===== src/rtl/ssc_pkg.sv =====
// Shared types, codes and commutation tables for the six-step commutation controller.
// No dependencies; imported by ssc_drive_decode and six_step_commutation_controller.

package ssc_pkg;

   // Configuration registers are all ten bits wide.
   localparam int CSR_WIDTH = 10;
   localparam int CSR_INDEX_WIDTH = 2;

   // Configuration register indexes.
   localparam logic [CSR_INDEX_WIDTH-1:0] CSR_STARTUP_STEPS = 2'd0;
   localparam logic [CSR_INDEX_WIDTH-1:0] CSR_DUTY_STEP     = 2'd1;
   localparam logic [CSR_INDEX_WIDTH-1:0] CSR_DUTY_MAX      = 2'd2;

   // Configuration reset values.
   localparam logic [CSR_WIDTH-1:0] STARTUP_STEPS_RESET = 10'd199;
   localparam logic [CSR_WIDTH-1:0] DUTY_STEP_RESET     = 10'd100;
   localparam logic [CSR_WIDTH-1:0] DUTY_MAX_RESET      = 10'd999;

   // Duty after reset, before truncation to the duty width.
   localparam int DUTY_RESET = 899;

   // Input event kinds.
   typedef enum logic [1:0] {
      CMD_HOST    = 2'd0,
      CMD_EDGE    = 2'd1,
      CMD_TICK    = 2'd2,
      CMD_CAPTURE = 2'd3
   } command_type;

   // Host command characters.
   localparam logic [7:0] HOST_STOP      = 8'h30;
   localparam logic [7:0] HOST_RUN_CW    = 8'h31;
   localparam logic [7:0] HOST_RUN_CCW   = 8'h32;
   localparam logic [7:0] HOST_DUTY_UP   = 8'h33;
   localparam logic [7:0] HOST_DUTY_DOWN = 8'h34;

   // Back-EMF sense lines that advance the step.
   localparam logic [3:0] SENSE_FIRST = 4'd8;
   localparam logic [3:0] SENSE_LAST  = 4'd10;

   typedef enum logic [1:0] {
      DIR_NONE = 2'd0,
      DIR_CW   = 2'd1,
      DIR_CCW  = 2'd2
   } direction_type;

   // Step codes: 0 means drive off, 1 to 6 are the commutation steps.
   localparam logic [2:0] STEP_OFF   = 3'd0;
   localparam logic [2:0] STEP_FIRST = 3'd1;
   localparam logic [2:0] STEP_LAST  = 3'd6;
   localparam logic [2:0] STEP_MIRROR = 3'd7;

   // Phase drive for one step: bit 0 is phase A, bit 1 B, bit 2 C.
   typedef struct packed {
      logic [2:0] high_on;
      logic [2:0] low_level;
   } phase_drive_type;

   // High-side enables per pattern; entry 7 is never selected and mirrors off.
   localparam logic [2:0] HIGH_TAB [8] = '{3'd0, 3'd1, 3'd1, 3'd2, 3'd2, 3'd4, 3'd4, 3'd0};
   // Low-side pin levels per pattern (0 = switch conducting).
   localparam logic [2:0] LOW_TAB  [8] = '{3'd7, 3'd5, 3'd3, 3'd3, 3'd6, 3'd6, 3'd5, 3'd7};

   function automatic logic [2:0] next_step(input logic [2:0] s);
      next_step = (s >= STEP_LAST) ? STEP_FIRST : s + 3'd1;
   endfunction

endpackage


===== src/rtl/ssc_drive_decode.sv =====
// Maps the driven step and rotation direction onto the six gate-drive levels.
// Depends on ssc_pkg.

module ssc_drive_decode (
   input  logic [2:0]              drive,
   input  ssc_pkg::direction_type  direction,
   output ssc_pkg::phase_drive_type phase
);
   import ssc_pkg::*;

   logic [2:0] pattern;

   always_comb begin
      pattern = (drive > STEP_LAST) ? STEP_OFF : drive;
      // mirror the sequence for counter-clockwise rotation
      if (pattern != STEP_OFF && direction == DIR_CCW) begin
         pattern = STEP_MIRROR - pattern;
      end
      phase.high_on   = HIGH_TAB[pattern];
      phase.low_level = LOW_TAB[pattern];
   end

endmodule


===== src/rtl/six_step_commutation_controller.sv =====
// Top level of the six-step commutation controller: event handling, state and handshake.
// Depends on ssc_pkg and ssc_drive_decode.
//
// Usage:
//  - req_ channel carries one event beat: a host command byte, a back-EMF edge, a startup
//    tick or a timer capture, selected by req_command.
//  - rsp_ channel returns exactly one beat per event: the six phase drive levels, the duty,
//    the commutation step, the run and started flags and the last capture period.
//  - csr_ port writes startup_steps, duty_step and duty_max; write only while idle.
// Timing:
//  - A beat accepted on req goes into the input register, where the state update and pattern
//    lookup happen, and then into the result register, which drives rsp valid.
//  - Throughput is one beat per cycle while rsp_ready is high; the state loop is combinational,
//    so each event sees the state left by the one before it.
// Reset (synchronous, active high): motor stopped, step 1, drive off, duty 899 (truncated
//    to DUTY_WIDTH), period and previous capture 0, registers at 199 / 100 / 999.
// Back-pressure: when rsp_ready is low the result register holds its beat; the input
//    register still takes one more beat, then req_ready drops until the result moves on.

module six_step_commutation_controller #(
   parameter int CAPTURE_WIDTH = 16,
   parameter int DUTY_WIDTH    = 10
) (
   input  logic                              clock,
   input  logic                              reset,
   // event channel
   input  logic                              req_valid,
   output logic                              req_ready,
   input  logic [1:0]                        req_command,
   input  logic [7:0]                        req_host_byte,
   input  logic [3:0]                        req_sense_line,
   input  logic [CAPTURE_WIDTH-1:0]          req_capture_value,
   // result channel
   output logic                              rsp_valid,
   input  logic                              rsp_ready,
   output logic                              rsp_high_a_on,
   output logic                              rsp_high_b_on,
   output logic                              rsp_high_c_on,
   output logic                              rsp_low_a_level,
   output logic                              rsp_low_b_level,
   output logic                              rsp_low_c_level,
   output logic [DUTY_WIDTH-1:0]             rsp_duty_out,
   output logic [2:0]                        rsp_step_out,
   output logic                              rsp_running_out,
   output logic                              rsp_started_out,
   output logic [CAPTURE_WIDTH:0]            rsp_period_out,
   // configuration
   input  logic                              csr_write_en,
   input  logic [ssc_pkg::CSR_INDEX_WIDTH-1:0] csr_index,
   input  logic [ssc_pkg::CSR_WIDTH-1:0]     csr_wdata
);
   import ssc_pkg::*;

   localparam int SUM_WIDTH = ((DUTY_WIDTH > CSR_WIDTH) ? DUTY_WIDTH : CSR_WIDTH) + 1;
   localparam int PERIOD_WIDTH = CAPTURE_WIDTH + 1;
   localparam logic [PERIOD_WIDTH-1:0] CAP_MASK = {1'b0, {CAPTURE_WIDTH{1'b1}}};

   // configuration registers
   logic [CSR_WIDTH-1:0] startup_steps_ff, duty_step_ff, duty_max_ff;

   // input register
   logic                     in_valid_ff;
   command_type              in_command_ff;
   logic [7:0]               in_host_byte_ff;
   logic [3:0]               in_sense_line_ff;
   logic [CAPTURE_WIDTH-1:0] in_capture_ff;

   // controller state
   logic [2:0]               step_ff, step_in;
   logic                     running_ff, running_in;
   direction_type            direction_ff, direction_in;
   logic                     started_ff, started_in;
   logic [CSR_WIDTH-1:0]     startup_left_ff, startup_left_in;
   logic [DUTY_WIDTH-1:0]    duty_ff, duty_in;
   logic [CAPTURE_WIDTH-1:0] prev_capture_ff, prev_capture_in;
   logic [PERIOD_WIDTH-1:0]  period_ff, period_in;
   logic [2:0]               drive_ff, drive_in;

   // result register
   logic                     out_valid_ff;
   phase_drive_type          out_phase_ff;
   logic [DUTY_WIDTH-1:0]    out_duty_ff;
   logic [2:0]               out_step_ff;
   logic                     out_running_ff;
   logic                     out_started_ff;
   logic [PERIOD_WIDTH-1:0]  out_period_ff;

   phase_drive_type          phase;
   logic                     advance;
   logic [SUM_WIDTH-1:0]     duty_wide, step_wide, max_wide, duty_sum;
   logic [CSR_WIDTH-1:0]     left_dec;

   // Move the held beat into the result register when that register is free or draining.
   assign advance   = in_valid_ff && (!out_valid_ff || rsp_ready);
   assign req_ready = !in_valid_ff || advance;

   // Configuration writes.
   always_ff @(posedge clock) begin
      if (reset) begin
         startup_steps_ff <= STARTUP_STEPS_RESET;
         duty_step_ff     <= DUTY_STEP_RESET;
         duty_max_ff      <= DUTY_MAX_RESET;
      end else if (csr_write_en) begin
         case (csr_index)
            CSR_STARTUP_STEPS: startup_steps_ff <= csr_wdata;
            CSR_DUTY_STEP:     duty_step_ff     <= csr_wdata;
            CSR_DUTY_MAX:      duty_max_ff      <= csr_wdata;
            default: ;
         endcase
      end
   end

   // Input register: take a beat whenever the held one leaves or none is held.
   always_ff @(posedge clock) begin
      if (reset) begin
         in_valid_ff <= 1'b0;
      end else if (req_ready) begin
         in_valid_ff <= req_valid;
      end
   end

   always_ff @(posedge clock) begin
      if (req_ready && req_valid) begin
         in_command_ff    <= command_type'(req_command);
         in_host_byte_ff  <= req_host_byte;
         in_sense_line_ff <= req_sense_line;
         in_capture_ff    <= req_capture_value;
      end
   end

   // Event handling: next state from the held beat and the current state.
   always_comb begin
      step_in         = step_ff;
      running_in      = running_ff;
      direction_in    = direction_ff;
      started_in      = started_ff;
      startup_left_in = startup_left_ff;
      duty_in         = duty_ff;
      prev_capture_in = prev_capture_ff;
      period_in       = period_ff;
      drive_in        = drive_ff;

      duty_wide = SUM_WIDTH'(duty_ff);
      step_wide = SUM_WIDTH'(duty_step_ff);
      max_wide  = SUM_WIDTH'(duty_max_ff);
      duty_sum  = duty_wide + step_wide;
      left_dec  = (startup_left_ff != '0) ? startup_left_ff - CSR_WIDTH'(1) : startup_left_ff;

      case (in_command_ff)
         CMD_HOST: begin
            case (in_host_byte_ff)
               HOST_STOP: begin
                  // stop keeps the direction
                  running_in      = 1'b0;
                  started_in      = 1'b0;
                  startup_left_in = '0;
                  drive_in        = STEP_OFF;
               end
               HOST_RUN_CW, HOST_RUN_CCW: begin
                  // ignore a start while already running
                  if (!running_ff) begin
                     running_in      = 1'b1;
                     direction_in    = (in_host_byte_ff == HOST_RUN_CW) ? DIR_CW : DIR_CCW;
                     drive_in        = STEP_OFF;
                     startup_left_in = startup_steps_ff;
                     started_in      = (startup_steps_ff == '0);
                  end
               end
               HOST_DUTY_UP: begin
                  // saturate at duty_max, even when already above it
                  if (duty_sum > max_wide) begin
                     duty_in = DUTY_WIDTH'(max_wide);
                  end else begin
                     duty_in = DUTY_WIDTH'(duty_sum);
                  end
               end
               HOST_DUTY_DOWN: begin
                  if (duty_wide >= step_wide) begin
                     duty_in = DUTY_WIDTH'(duty_wide - step_wide);
                  end else begin
                     duty_in = '0;
                  end
               end
               default: ;
            endcase
         end
         CMD_EDGE: begin
            if (running_ff && started_ff &&
                in_sense_line_ff inside {[SENSE_FIRST:SENSE_LAST]}) begin
               step_in = next_step(step_ff);
            end
         end
         CMD_TICK: begin
            // open loop: drive the current step, then advance
            if (running_ff && !started_ff) begin
               drive_in        = step_ff;
               step_in         = next_step(step_ff);
               startup_left_in = left_dec;
               if (left_dec == '0) begin
                  started_in = 1'b1;
               end
            end
         end
         CMD_CAPTURE: begin
            // hold the period when two captures are equal
            if (in_capture_ff > prev_capture_ff) begin
               period_in = PERIOD_WIDTH'(in_capture_ff) - PERIOD_WIDTH'(prev_capture_ff);
            end else if (in_capture_ff < prev_capture_ff) begin
               period_in = CAP_MASK + PERIOD_WIDTH'(in_capture_ff)
                           - PERIOD_WIDTH'(prev_capture_ff);
            end
            prev_capture_in = in_capture_ff;
         end
         default: ;
      endcase

      // closed loop: drive follows the step
      if (running_in && started_in) begin
         drive_in = step_in;
      end
   end

   ssc_drive_decode u_drive_decode (
      .drive     (drive_in),
      .direction (direction_in),
      .phase     (phase)
   );

   // State registers advance with each beat that leaves the input register.
   always_ff @(posedge clock) begin
      if (reset) begin
         step_ff         <= STEP_FIRST;
         running_ff      <= 1'b0;
         direction_ff    <= DIR_NONE;
         started_ff      <= 1'b0;
         startup_left_ff <= '0;
         duty_ff         <= DUTY_WIDTH'(DUTY_RESET);
         prev_capture_ff <= '0;
         period_ff       <= '0;
         drive_ff        <= STEP_OFF;
      end else if (advance) begin
         step_ff         <= step_in;
         running_ff      <= running_in;
         direction_ff    <= direction_in;
         started_ff      <= started_in;
         startup_left_ff <= startup_left_in;
         duty_ff         <= duty_in;
         prev_capture_ff <= prev_capture_in;
         period_ff       <= period_in;
         drive_ff        <= drive_in;
      end
   end

   // Result register: hold while the receiver stalls.
   always_ff @(posedge clock) begin
      if (reset) begin
         out_valid_ff <= 1'b0;
      end else if (!out_valid_ff || rsp_ready) begin
         out_valid_ff <= in_valid_ff;
      end
   end

   always_ff @(posedge clock) begin
      if (advance) begin
         out_phase_ff   <= phase;
         out_duty_ff    <= duty_in;
         out_step_ff    <= step_in;
         out_running_ff <= running_in;
         out_started_ff <= started_in;
         out_period_ff  <= period_in;
      end
   end

   assign rsp_valid       = out_valid_ff;
   assign rsp_high_a_on   = out_phase_ff.high_on[0];
   assign rsp_high_b_on   = out_phase_ff.high_on[1];
   assign rsp_high_c_on   = out_phase_ff.high_on[2];
   assign rsp_low_a_level = out_phase_ff.low_level[0];
   assign rsp_low_b_level = out_phase_ff.low_level[1];
   assign rsp_low_c_level = out_phase_ff.low_level[2];
   assign rsp_duty_out    = out_duty_ff;
   assign rsp_step_out    = out_step_ff;
   assign rsp_running_out = out_running_ff;
   assign rsp_started_out = out_started_ff;
   assign rsp_period_out  = out_period_ff;

`ifndef SYNTHESIS
   // started is only ever set while running
   assert property (@(posedge clock) disable iff (reset) started_ff |-> running_ff)
      else $error("started set while motor stopped");

   // the step counter stays within one to six
   assert property (@(posedge clock) disable iff (reset)
                    step_ff != STEP_OFF && step_ff != STEP_MIRROR)
      else $error("commutation step out of range");

   // in closed loop the drive tracks the step
   assert property (@(posedge clock) disable iff (reset)
                    (running_ff && started_ff) |-> drive_ff == step_ff)
      else $error("drive does not follow step in closed loop");

   // a pending startup count means open loop while running
   assert property (@(posedge clock) disable iff (reset)
                    (startup_left_ff != '0) |-> (running_ff && !started_ff))
      else $error("startup count left outside open-loop startup");

   // a stalled result beat keeps the state from moving on under it twice
   assert property (@(posedge clock) disable iff (reset)
                    (out_valid_ff && !rsp_ready && in_valid_ff) |=> $stable(step_ff))
      else $error("state advanced while result stalled");
`endif

endmodule

===== config.mk =====
export PLATFORM = sky130hd
export DESIGN_NAME = six_step_commutation_controller
export DESIGN_NICKNAME = d
export VERILOG_FILES = /design/src/rtl/ssc_pkg.sv /design/src/rtl/ssc_drive_decode.sv /design/src/rtl/six_step_commutation_controller.sv
export SDC_FILE = /design/constraint.sdc
export NUM_CORES = 1
export LEC_CHECK = 0
export BUFFER_PORTS_ARGS = -buffer_cell sky130_fd_sc_hd__clkbuf_2
export CAP_MARGIN = 15
export CORE_UTILIZATION = 55
export CTS_CLUSTER_SIZE = 16
export DETAILED_ROUTE_END_ITERATION = 10
export PLACE_DENSITY = 0.87
export SYNTH_ARGS = -nofsm -noshare
export SYNTH_HDL_FRONTEND = slang
export SYNTH_SLANG_ARGS = --single-unit

===== constraint.sdc =====
create_clock -name clock -period 3.6 [get_ports clock]
set_clock_uncertainty 0.15 [all_clocks]
set_input_delay 0.72 -clock clock [delete_from_list [all_inputs] [get_ports clock]]
set_output_delay 0.72 -clock clock [all_outputs]
set_load 0.02 [all_outputs]

# After elaboration in Yosys (flattened, before gate mapping)
# Memories as Yosys holds them, arrays and structs flattened. A register that Yosys moved wholly into a read port is not among the register bits.
# Index checks and enable logic that the tools add are counted.
# word_totals
romBits	48
memories	2
reg_bits	157
output_inout_bits	40
# op_classes
mux	34
eq_ne	14
reduce_logical	26
add_sub_neg	8
n_bitwise	1
magnitude_cmp	8
# memory_table
memory	depth	word_bits	rd	rd_clocked_by_memory_dff	write_ports	line_no	rtl
(name not given)	8	3	1	1	0	ssc_drive_decode.sv:20	phase.low_level = LOW_TAB[pattern];
(name not given)	8	3	1	1	0	ssc_drive_decode.sv:19	phase.high_on = HIGH_TAB[pattern];
# op_table
op	count
$mux 10	6
$pmux 10 s2	3
$mux 17	3
$eq 8x6->1 const B	5
$mux 3	8
$logic_not 10->1	2
$pmux 3 s2	3
$add 16x16->17 const A	1
$sub 16x16->17	1
$sub 17x16->17	1
$gt 16x16->1	1
$lt 16x16->1	1
$add 10x10->11	1
$gt 11x10->1	1
$ge 10x10->1	1
$reduce_bool 10->1	1
$sub 10x1->10 const B	1
$sub 10x10->10	1
$eq 2x2->1 const B	4
$logic_and 1x1->1	8
$mux 2	4
$reduce_and 2->1	4
$pmux 1 s2	3
$reduce_and 5->1	1
other kinds (18)	26

# Depth between registers and ports, before layout
# Gate-level depths: netlist of the first run.
# depth
depth_word	14
depth_mapped	18
mapped_depth_nobuf	17

# By module
# From an unflattened synthesis of the first run, not the netlist that was laid out.
# hier_totals
hier_cells	1153
area_unflattened_um2	9899.5
# by_module_without_submodules
module	cells_per_inst	n_inst	area_per_inst_um2
six_step_commutation_controller	1135	1	9779.4
ssc_drive_decode	18	1	120.1

# Least setup slack after synthesis of the first run
# OpenSTA, ideal clock, no wires.
# synth_timing
path_type	register to register
start	register duty_step_ff[1]
end	register out_duty_ff[9] (netlist: rsp_duty_out[9]), data pin
path_stages_with_launch	18
arrival_ps	3598
setup_ps	261
setup_slack_ps	-409
path_cell_list	dfxtp_1 > inv_1 > ha_1 > inv_1 > a21oi_1 > nor2_1 > o31ai_1 > a21oi_1 > xnor2_1 > ha_1 > a211o_1 > a21oi_1 > o21ai_0 > a22oi_1 > buf_2 > mux2i_1 > nor3_1 > a221o_1
# synth_between
elab_chain_len	5
# synth_lines
item	line_no	rtl
start, declared	six_step_commutation_controller.sv:59	logic [CSR_WIDTH-1:0] startup_steps_ff, duty_step_ff, duty_max_ff;
start signal, assigned	six_step_commutation_controller.sv:106	CSR_DUTY_STEP: duty_step_ff <= csr_wdata;
$add 10x10->11	six_step_commutation_controller.sv:146	duty_sum = duty_wide + step_wide;
$gt 11x10->1	six_step_commutation_controller.sv:171	if (duty_sum > max_wide) begin
$mux 10	six_step_commutation_controller.sv:171	
$pmux 10 s2 (*)	six_step_commutation_controller.sv:151	case (in_host_byte_ff)
$mux 10 (*)	six_step_commutation_controller.sv:149	case (in_command_ff)
via duty_in[9]	six_step_commutation_controller.sv:74	logic [DUTY_WIDTH-1:0] duty_ff, duty_in;
end signal, assigned	six_step_commutation_controller.sv:266	out_duty_ff <= duty_in;
end, declared	six_step_commutation_controller.sv:82	logic [DUTY_WIDTH-1:0] out_duty_ff;
# The timed path passes the listed nets; every way through them passes the cells marked *.
# A chain may end at the register's enable or synchronous reset.

# Worst setup path in the final report of the first run
# layout_timing
start	register duty_step_ff[3]
end	register duty_ff[7]
# layout_between
elab_chain_len	5
# layout_lines
item	line_no	rtl
$add 10x10->11	six_step_commutation_controller.sv:146	
$gt 11x10->1	six_step_commutation_controller.sv:171	
$mux 10	six_step_commutation_controller.sv:171	
$pmux 10 s2 (*)	six_step_commutation_controller.sv:151	
$mux 10 (*)	six_step_commutation_controller.sv:149	
end signal, assigned	six_step_commutation_controller.sv:237	duty_ff <= DUTY_WIDTH'(DUTY_RESET);
end signal, assigned	six_step_commutation_controller.sv:247	duty_ff <= duty_in;
end, declared	six_step_commutation_controller.sv:74	
# Mark *: on every way between the ends. The rest lies on a longest branch, timed or not.

==> flow_metrics.tcl, run 1 <==
set metrics [dict create \
    die_x_um 135.8 \
    min_path_type "in2reg" \
    grt_first_pass_wirelength_um 42840 \
    clk_root_buffer_cell "clkbuf_16" \
    antenna_cells 0 \
    synth_nets 1241 \
    cts_made_buffers 17 \
    avgSynthCellArea_um2 8.668 \
    setup_ws_ns -0.3002 \
    first_global_vias 8743 \
    rows 48 \
    yosysWarnings 0 \
    cts_tree "built" \
    grt_overflow 0 \
    clock_path_buffers 2 \
    synth_cells 1136 \
    cts_hold_buffers 0 \
    fillers 1267 \
    critPathMaxFanout 6 \
    fin_setup_tns_ns -3.834 \
    cp-end-kind "flop" \
    worst_ep_arrival_time_ns 4.08 \
    ant_nets 0 \
    cts_num_sinks 163 \
    die_h_um 135.8 \
    dieArea_um2 18440 \
    fin_nets 1390 \
    yosysMostFrequentCell "nand2_1" \
    hold_viol 0 \
    coreArea_um2 17420 \
    dpl.hpwl_um 18460 \
    synth_top_cell_by_area "edfxtp_1" \
    timing.final.crit_share_pct 108.3 \
    synth.distinct_cells 85 \
    clk_pin_slew_ns 0.07 \
    area_growth_pct 23.84 \
    grt_setup_unrepaired "true" \
    finalCriticalPeriod_ns 3.900 \
    ys_top_cells_by_area "edfxtp_1, dfxtp_1, ha_1" \
    h-tree-depth 4 \
    grt_max_degree 43 \
    gp_congestion 0.9498 \
    drt_first_iter_violations 820 \
    leakage_nw 4.851 \
    synth-edff-count 68 \
    io_buffers 86 \
    peakVddDrop_mv 0.3772 \
    whs_ns 0.3031 \
    antenna_found_initial 0 \
    maxCapViolCount 0 \
    ys.flop_type "dfxtp_1" \
    violations "setup timing" \
    syn_area_um2 9847 \
    power_density_nw_per_um2 392.8 \
    start_util_pct 56.54 \
    ys_ff_latch 163 \
    totalWireLength_um 27040 \
    drc_errors 0 \
    status "finished, violations left" \
    clk_latency_ns 0.44 \
    viasPerCell 6.091 \
    drt_first_pass_iters 5 \
    ys_seq_area_share_pct 40.05 \
    synth_common_cells "nand2_1, a21oi_1, dfxtp_1, nor2_1, inv_1" \
    finalSetupViolations 20 \
    tightestPinTransition_ns 1.064 \
    grt_usage_pct 29.42 \
    fmax_mhz 256.4 \
    startpoint_type "flop" \
    layout-drive-gt1-share_pct 24.81 \
    path_class "reg2reg" \
    wire_per_inst_um 17.75 \
    max_slew_margin_pct 28.91 \
    vias 9276 \
    netlist.area_leader.share_pct 20.74 \
    async_flop_share_pct 0 \
    num_io_pins 87 \
    cp.required_ns 3.78 \
    slew_violations 0 \
]
==> per-stage QoR <==
step | worst slack [ns] | util [%] | power [mW] | area [um^2] | cells
finish | -0.3002 | 70.01 | 4.789 | 12190 | 1523
global route | -0.4232 | 70.01 | 4.949 | 12190 | 1523
CTS | -0.1007 | 68.10 | 4.683 | 11860 | 1515
detailed placement | -0.2549 | 63.38 | 2.834 | 11040 | 1467
global placement | -0.1873 | 63.38 | 2.816 | 11040 | 1467
floorplan | -0.04307 | - | 2.601 | 9950 | 1136
==> cells by family (layout without fill, tap and decap cells) <==
| kind of cell | count (synthesis) | after routing | share of synthesized area, % |
|---|---|---|---|
| mux | 26 | 26 | 2.884 |
| compound gates | 353 | 353 | 23.81 |
| buf+inv | 149 | 311 | 6.163 |
| fa+ha+maj | 58 | 58 | 7.675 |
| simple gates | 364 | 364 | 17.37 |
| flops | 163 | 163 | 40.05 |
| xor+xnor | 23 | 23 | 2.046 |
==> report_power, final <==
| part | switching, mW | internal [mW] | total [mW] |
|---|---|---|---|
| Combinational | 0.532 | 0.402 | 0.934 |
| Sequential | 0.0495 | 2.00 | 2.05 |
| Clock | 0.767 | 1.04 | 1.81 |
| Total | 1.35 | 3.44 | 4.79 |
==> worst max-delay path: stages (launching register included) <==
cell and delay, ns:
dfxtp_1 0.39, inv_1 0.06, ha_1 0.33, inv_1 0.10
buf_4 0.16, xnor2_1 0.36, ha_1 0.36, a21o_1 0.22
a21oi_1 0.19, o21ai_2 0.10, a21oi_2 0.17, o21ai_2 0.10
a22oi_2 0.18, buf_6 0.18, buf_6 0.11, mux2i_1 0.17
o21ai_1 0.10, a221o_1 0.36
==> layer usage <==
metal / routed length, um / part of all wire, % / track usage, % / up-vias
li1: - / - / - / 4414
met1: 11390 / 42 / 39.88 / 4298
met2: 12360 / 46 / 45.55 / 481
met3: 2322 / 8.6 / 5.200 / 83
met4: 962 / 3.6 / 13.55 / 0
met5: 0 / 0 / 0 / -
==> cell type report <==
| cell class | count | area, um^2 | area share [%] |
|---|---|---|---|
| Multi-Input combinational cell | 824 | 5728 | 46.97 |
| Clock inverter | 12 | 131.4 | 1.077 |
| Clock buffer | 20 | 446.7 | 3.663 |
| Sequential cell | 163 | 3956 | 32.44 |
| Inverter | 80 | 307.8 | 2.524 |
| Timing Repair Buffer | 199 | 1343 | 11.01 |
| Tap cell | 225 | 281.5 | 2.309 |
==> flip-flops by register name, summed over array words and instances (netlist names), 2 cells and up <==
register,flops
duty_ff,10
startup_left_ff,10
duty_max_ff,10
in_sense_line_ff,4
drive_ff,3
rsp_period_out,17
prev_capture_ff,16
in_command_ff,2
in_capture_ff,16
in_host_byte_ff,8
rsp_step_out,3
startup_steps_ff,10
rsp_duty_out,10
period_ff,17
direction_ff,2
duty_step_ff,10
step_ff,3
==> path summary, 6_finish.rpt <==
path,startpoint,end,slack (ns),cells past startpoint
setup reg to reg,duty_step_ff[3],duty_ff[7],-0.30,17
hold reg to reg,prev_capture_ff[2],prev_capture_ff[2],0.30,2
hold / removal,req_capture_value[1],in_capture_ff[1],0.30,1
setup / recovery,duty_step_ff[3],duty_ff[7],-0.30,17
==> cells in the final DEF, fill, tap and decap left out, types with 42 or more instances in the layout <==
cell and n:
inv_1 74, ha_1 47, clkbuf_2 86, buf_4 103, a21oi_1 104, edfxtp_1 68, o21ai_0 42, nand2_1 149
nor2_1 85, dfxtp_1 89
==> what timing repair did <==
item / 4_1_cts / 5_1_grt
hold endpoints to repair: 0 / 0
setup endpoints to repair: 19 / 23
gates resized for setup: 32 / 51
pin swaps: 19 / 28
buffers inserted: 16 / 11
Power figures use the tool's default switching activity.
==> inputs of run 2 (changes only) <==
--- a/config.mk
+++ b/config.mk
@@ -13,4 +13,5 @@
 export PLACE_DENSITY = 0.87
 export SYNTH_ARGS = -nofsm -noshare
 export SYNTH_HDL_FRONTEND = slang
+export SYNTH_HIERARCHICAL = 1
 export SYNTH_SLANG_ARGS = --single-unit
==> run 2 against run 1 <==
Against the previous run:
- sequential power about the same
- worst hold slack got worse by 0.0046 ns
- combinational power is 13% higher
- fmax grew 0.66%
- the run still ends with setup timing left
==> flow_metrics.tcl, run 2 <==
set metrics [dict create \
    ys_ff_latch 163 \
    vias 9476 \
    finalSetupViolations 20 \
    rr_worst_depth 18 \
    io_buffers 86 \
    synth.distinct_cells 77 \
    fillers 1291 \
    dieArea_um2 18540 \
    tightestPinTransition_ns 1.068 \
    power_density_nw_per_um2 409.3 \
    yosysWarnings 6 \
    timing.final.crit_share_pct 107.6 \
    setup_ws_ns -0.2745 \
    cp_num_buf_inv 2 \
    synth_top_cell_by_area "edfxtp_1" \
    startpoint_type "flop" \
    cts_hold_buffers 0 \
    dpl_cell_area_um2 11110 \
    grt_usage_pct 31.09 \
    critPathSlowestCell "or3_1" \
    status "finished, violations left" \
    cts_made_buffers 17 \
    max_slew_margin_pct 28.77 \
    synth-edff-count 68 \
    ant_nets 0 \
    path_class "reg2reg" \
    p_comb_share_pct 21.3 \
    grt_max_degree 59 \
    clock_path_buffers 2 \
    wl_met1_um 12220 \
    fmax_mhz 258.1 \
    area.sequential_um2 3951 \
    slew_violations 0 \
    cp.required_ns 3.78 \
    switchingPower_mw 1.476 \
    rows 48 \
    cp-end-kind "flop" \
    crit_start "duty_step_ff[0]" \
    totalWireLength_um 28640 \
    die_x_um 136.2 \
    coreArea_um2 17420 \
    layout-drive-gt1-share_pct 25.82 \
    final_area_um2 12200 \
    syn_area_um2 9899 \
    start_util_pct 56.84 \
    whs_path_depth 1 \
    ff2ff_setup_slack_ns -0.27 \
    yosysMostFrequentCell "nand2_1" \
    min_path_type "in2reg" \
    endpoint "duty_ff[3]" \
    ys.flop_type "dfxtp_1" \
    power_mw 4.991 \
    cp_top_family "compound AO/OA/AOI/OAI gates" \
    ys_top_cells_by_area "edfxtp_1, dfxtp_1, ha_1" \
    drt_first_pass_iters 7 \
    violations "setup timing" \
    multi_input_area_um2 5746 \
    avgSynthCellArea_um2 8.586 \
    num_io_pins 87 \
    ys_seq_area_share_pct 39.84 \
    grt_first_pass_wirelength_um 44440 \
    drc_errors 0 \
    clk_root_buffer_cell "clkbuf_16" \
    drt_first_iter_violations 1033 \
    synth_nets 1258 \
    switching_share_pct 29.57 \
    synth_common_cells "nand2_1, nor2_1, dfxtp_1, a21oi_1, inv_1" \
    topRoutingLayerUsed "met4" \
    async_flop_share_pct 0 \
    antenna_cells 0 \
    leakage_nw 4.921 \
    grt_overflow 0 \
    worstReg2RegStart "duty_step_ff[0]" \
    synth_cells 1153 \
    grt_setup_unrepaired "true" \
    cts_num_sinks 163 \
    viasPerCell 6.145 \
    fin_setup_tns_ns -2.816 \
    cp.depth 18 \
    clock_power_share_pct 37.4 \
    p_int_mw 3.515 \
    gp_congestion 0.9981 \
    whs_ns 0.2985 \
    dpl.hpwl_um 19920 \
    hold_viol 0 \
    final_core_util_pct 70.02 \
    fin_nets 1409 \
    clk_latency_ns 0.44 \
    clk_pin_slew_ns 0.07 \
    h-tree-depth 4 \
    critPathMaxFanout 5 \
    final_common_cell "nand2_1" \
    area_growth_pct 23.19 \
    die_h_um 136.2 \
    crit_chain "ha_4 > inv_2 > fa_2 > nor2_4 > o311ai_4 > a21oi_2 > nor2_2 > xnor2_2 > ha_1 > nand4_1 > a21oi_1 > or3_1 > a211oi_2 > buf_4 > mux2i_2 > o21ai_1 > a22o_1 > o21a_1" \
    finalCriticalPeriod_ns 3.875 \
    antenna_found_initial 0 \
    peakVddDrop_mv 0.3794 \
    dr_wl_met3_um 2529 \
    r2r-end "duty_ff[3]" \
    netlist.area_leader.share_pct 20.63 \
    worst_ep_arrival_time_ns 4.05 \
    first_global_vias 8803 \
    wl_met2_um 13190 \
    wire_per_inst_um 18.58 \
    maxCapViolCount 0 \
    layout_common_cells "nand2_1, nor2_1, buf_4" \
    slowest_delay_ns 0.39 \
    p_seq_share_pct 41.3 \
    cts_tree "built" \
]
==> run 2: changes by cell type after synthesis, moves of 11 or more <==
cell | previous run | this run
a211o_1 | 6 | 19
a21oi_1 | 113 | 88
buf_2 | 4 | 15
mux2_2 | 4 | 15
nand3_1 | 16 | 31
nor2_1 | 88 | 126
==> run 2: cell families after synthesis <==
| kind of cell | count (synthesis) | synth area share (%) |
|---|---|---|
| AND/OR/NAND/NOR | 426 | 20.34 |
| XOR/XNOR | 18 | 1.593 |
| flip-flops | 163 | 39.84 |
| adder cells (fa/ha/maj) | 58 | 7.634 |
| multiplexers | 42 | 4.436 |
| buffers and inverters | 143 | 5.902 |
| AO/OA/AOI/OAI | 303 | 20.26 |
==> run 2: layout make-up <==
class | count | area share [%]
well taps | 225 | 2.308
multi-input cells | 847 | 47.11
repair buffers | 205 | 11.12
clock buffers | 18 | 3.519
clock inverters | 14 | 1.365
flip-flops and latches | 163 | 32.40
inverters | 70 | 2.175
==> run 2: power groups by stage <==
stage | Clock, mW | Sequential (mW) | Combinational [mW]
2_1_floorplan | 0 | 2.10 | 0.611
4_1_cts | 1.88 | 2.06 | 0.992
3_5_place_dp | 0 | 2.09 | 0.913
3_3_place_gp | 0 | 2.09 | 0.893
6_report | 1.87 | 2.06 | 1.06
5_1_grt | 1.95 | 2.07 | 1.14
==> run 2: routing by layer <==
layer,vias to the layer above,track usage [%]
met4,0,12.04
met2,522,48.96
li1,4419,-
met1,4474,41.87
met3,61,6.189
met5,-,0
==> run 2: worst min path at each step <==
stage | slack, ns | startpoint | endpoint
2_1_floorplan | 0.29 | drive_ff[0] | drive_ff[0]
3_3_place_gp | 0.29 | prev_capture_ff[13] | prev_capture_ff[13]
3_5_place_dp | 0.30 | prev_capture_ff[11] | prev_capture_ff[11]
4_1_cts | 0.29 | req_capture_value[10] | in_capture_ff[10]
5_1_grt | 0.29 | req_capture_value[11] | in_capture_ff[11]
6_report | 0.30 | req_capture_value[11] | in_capture_ff[11]
==> run 2: what timing repair did <==
item,CTS,global route
pin swaps,30,21
resized for setup,38,42
setup endpoints to repair,20,27
buffers inserted,8,9
==> run 2: through the flow <==
stage / cells / setup slack, ns
floorplan: 1153 / -0.05459
global placement: 1493 / -0.1098
CTS: 1533 / -0.1544
global route: 1542 / -0.3715
detailed placement: 1493 / -0.2692
finish: 1542 / -0.2745
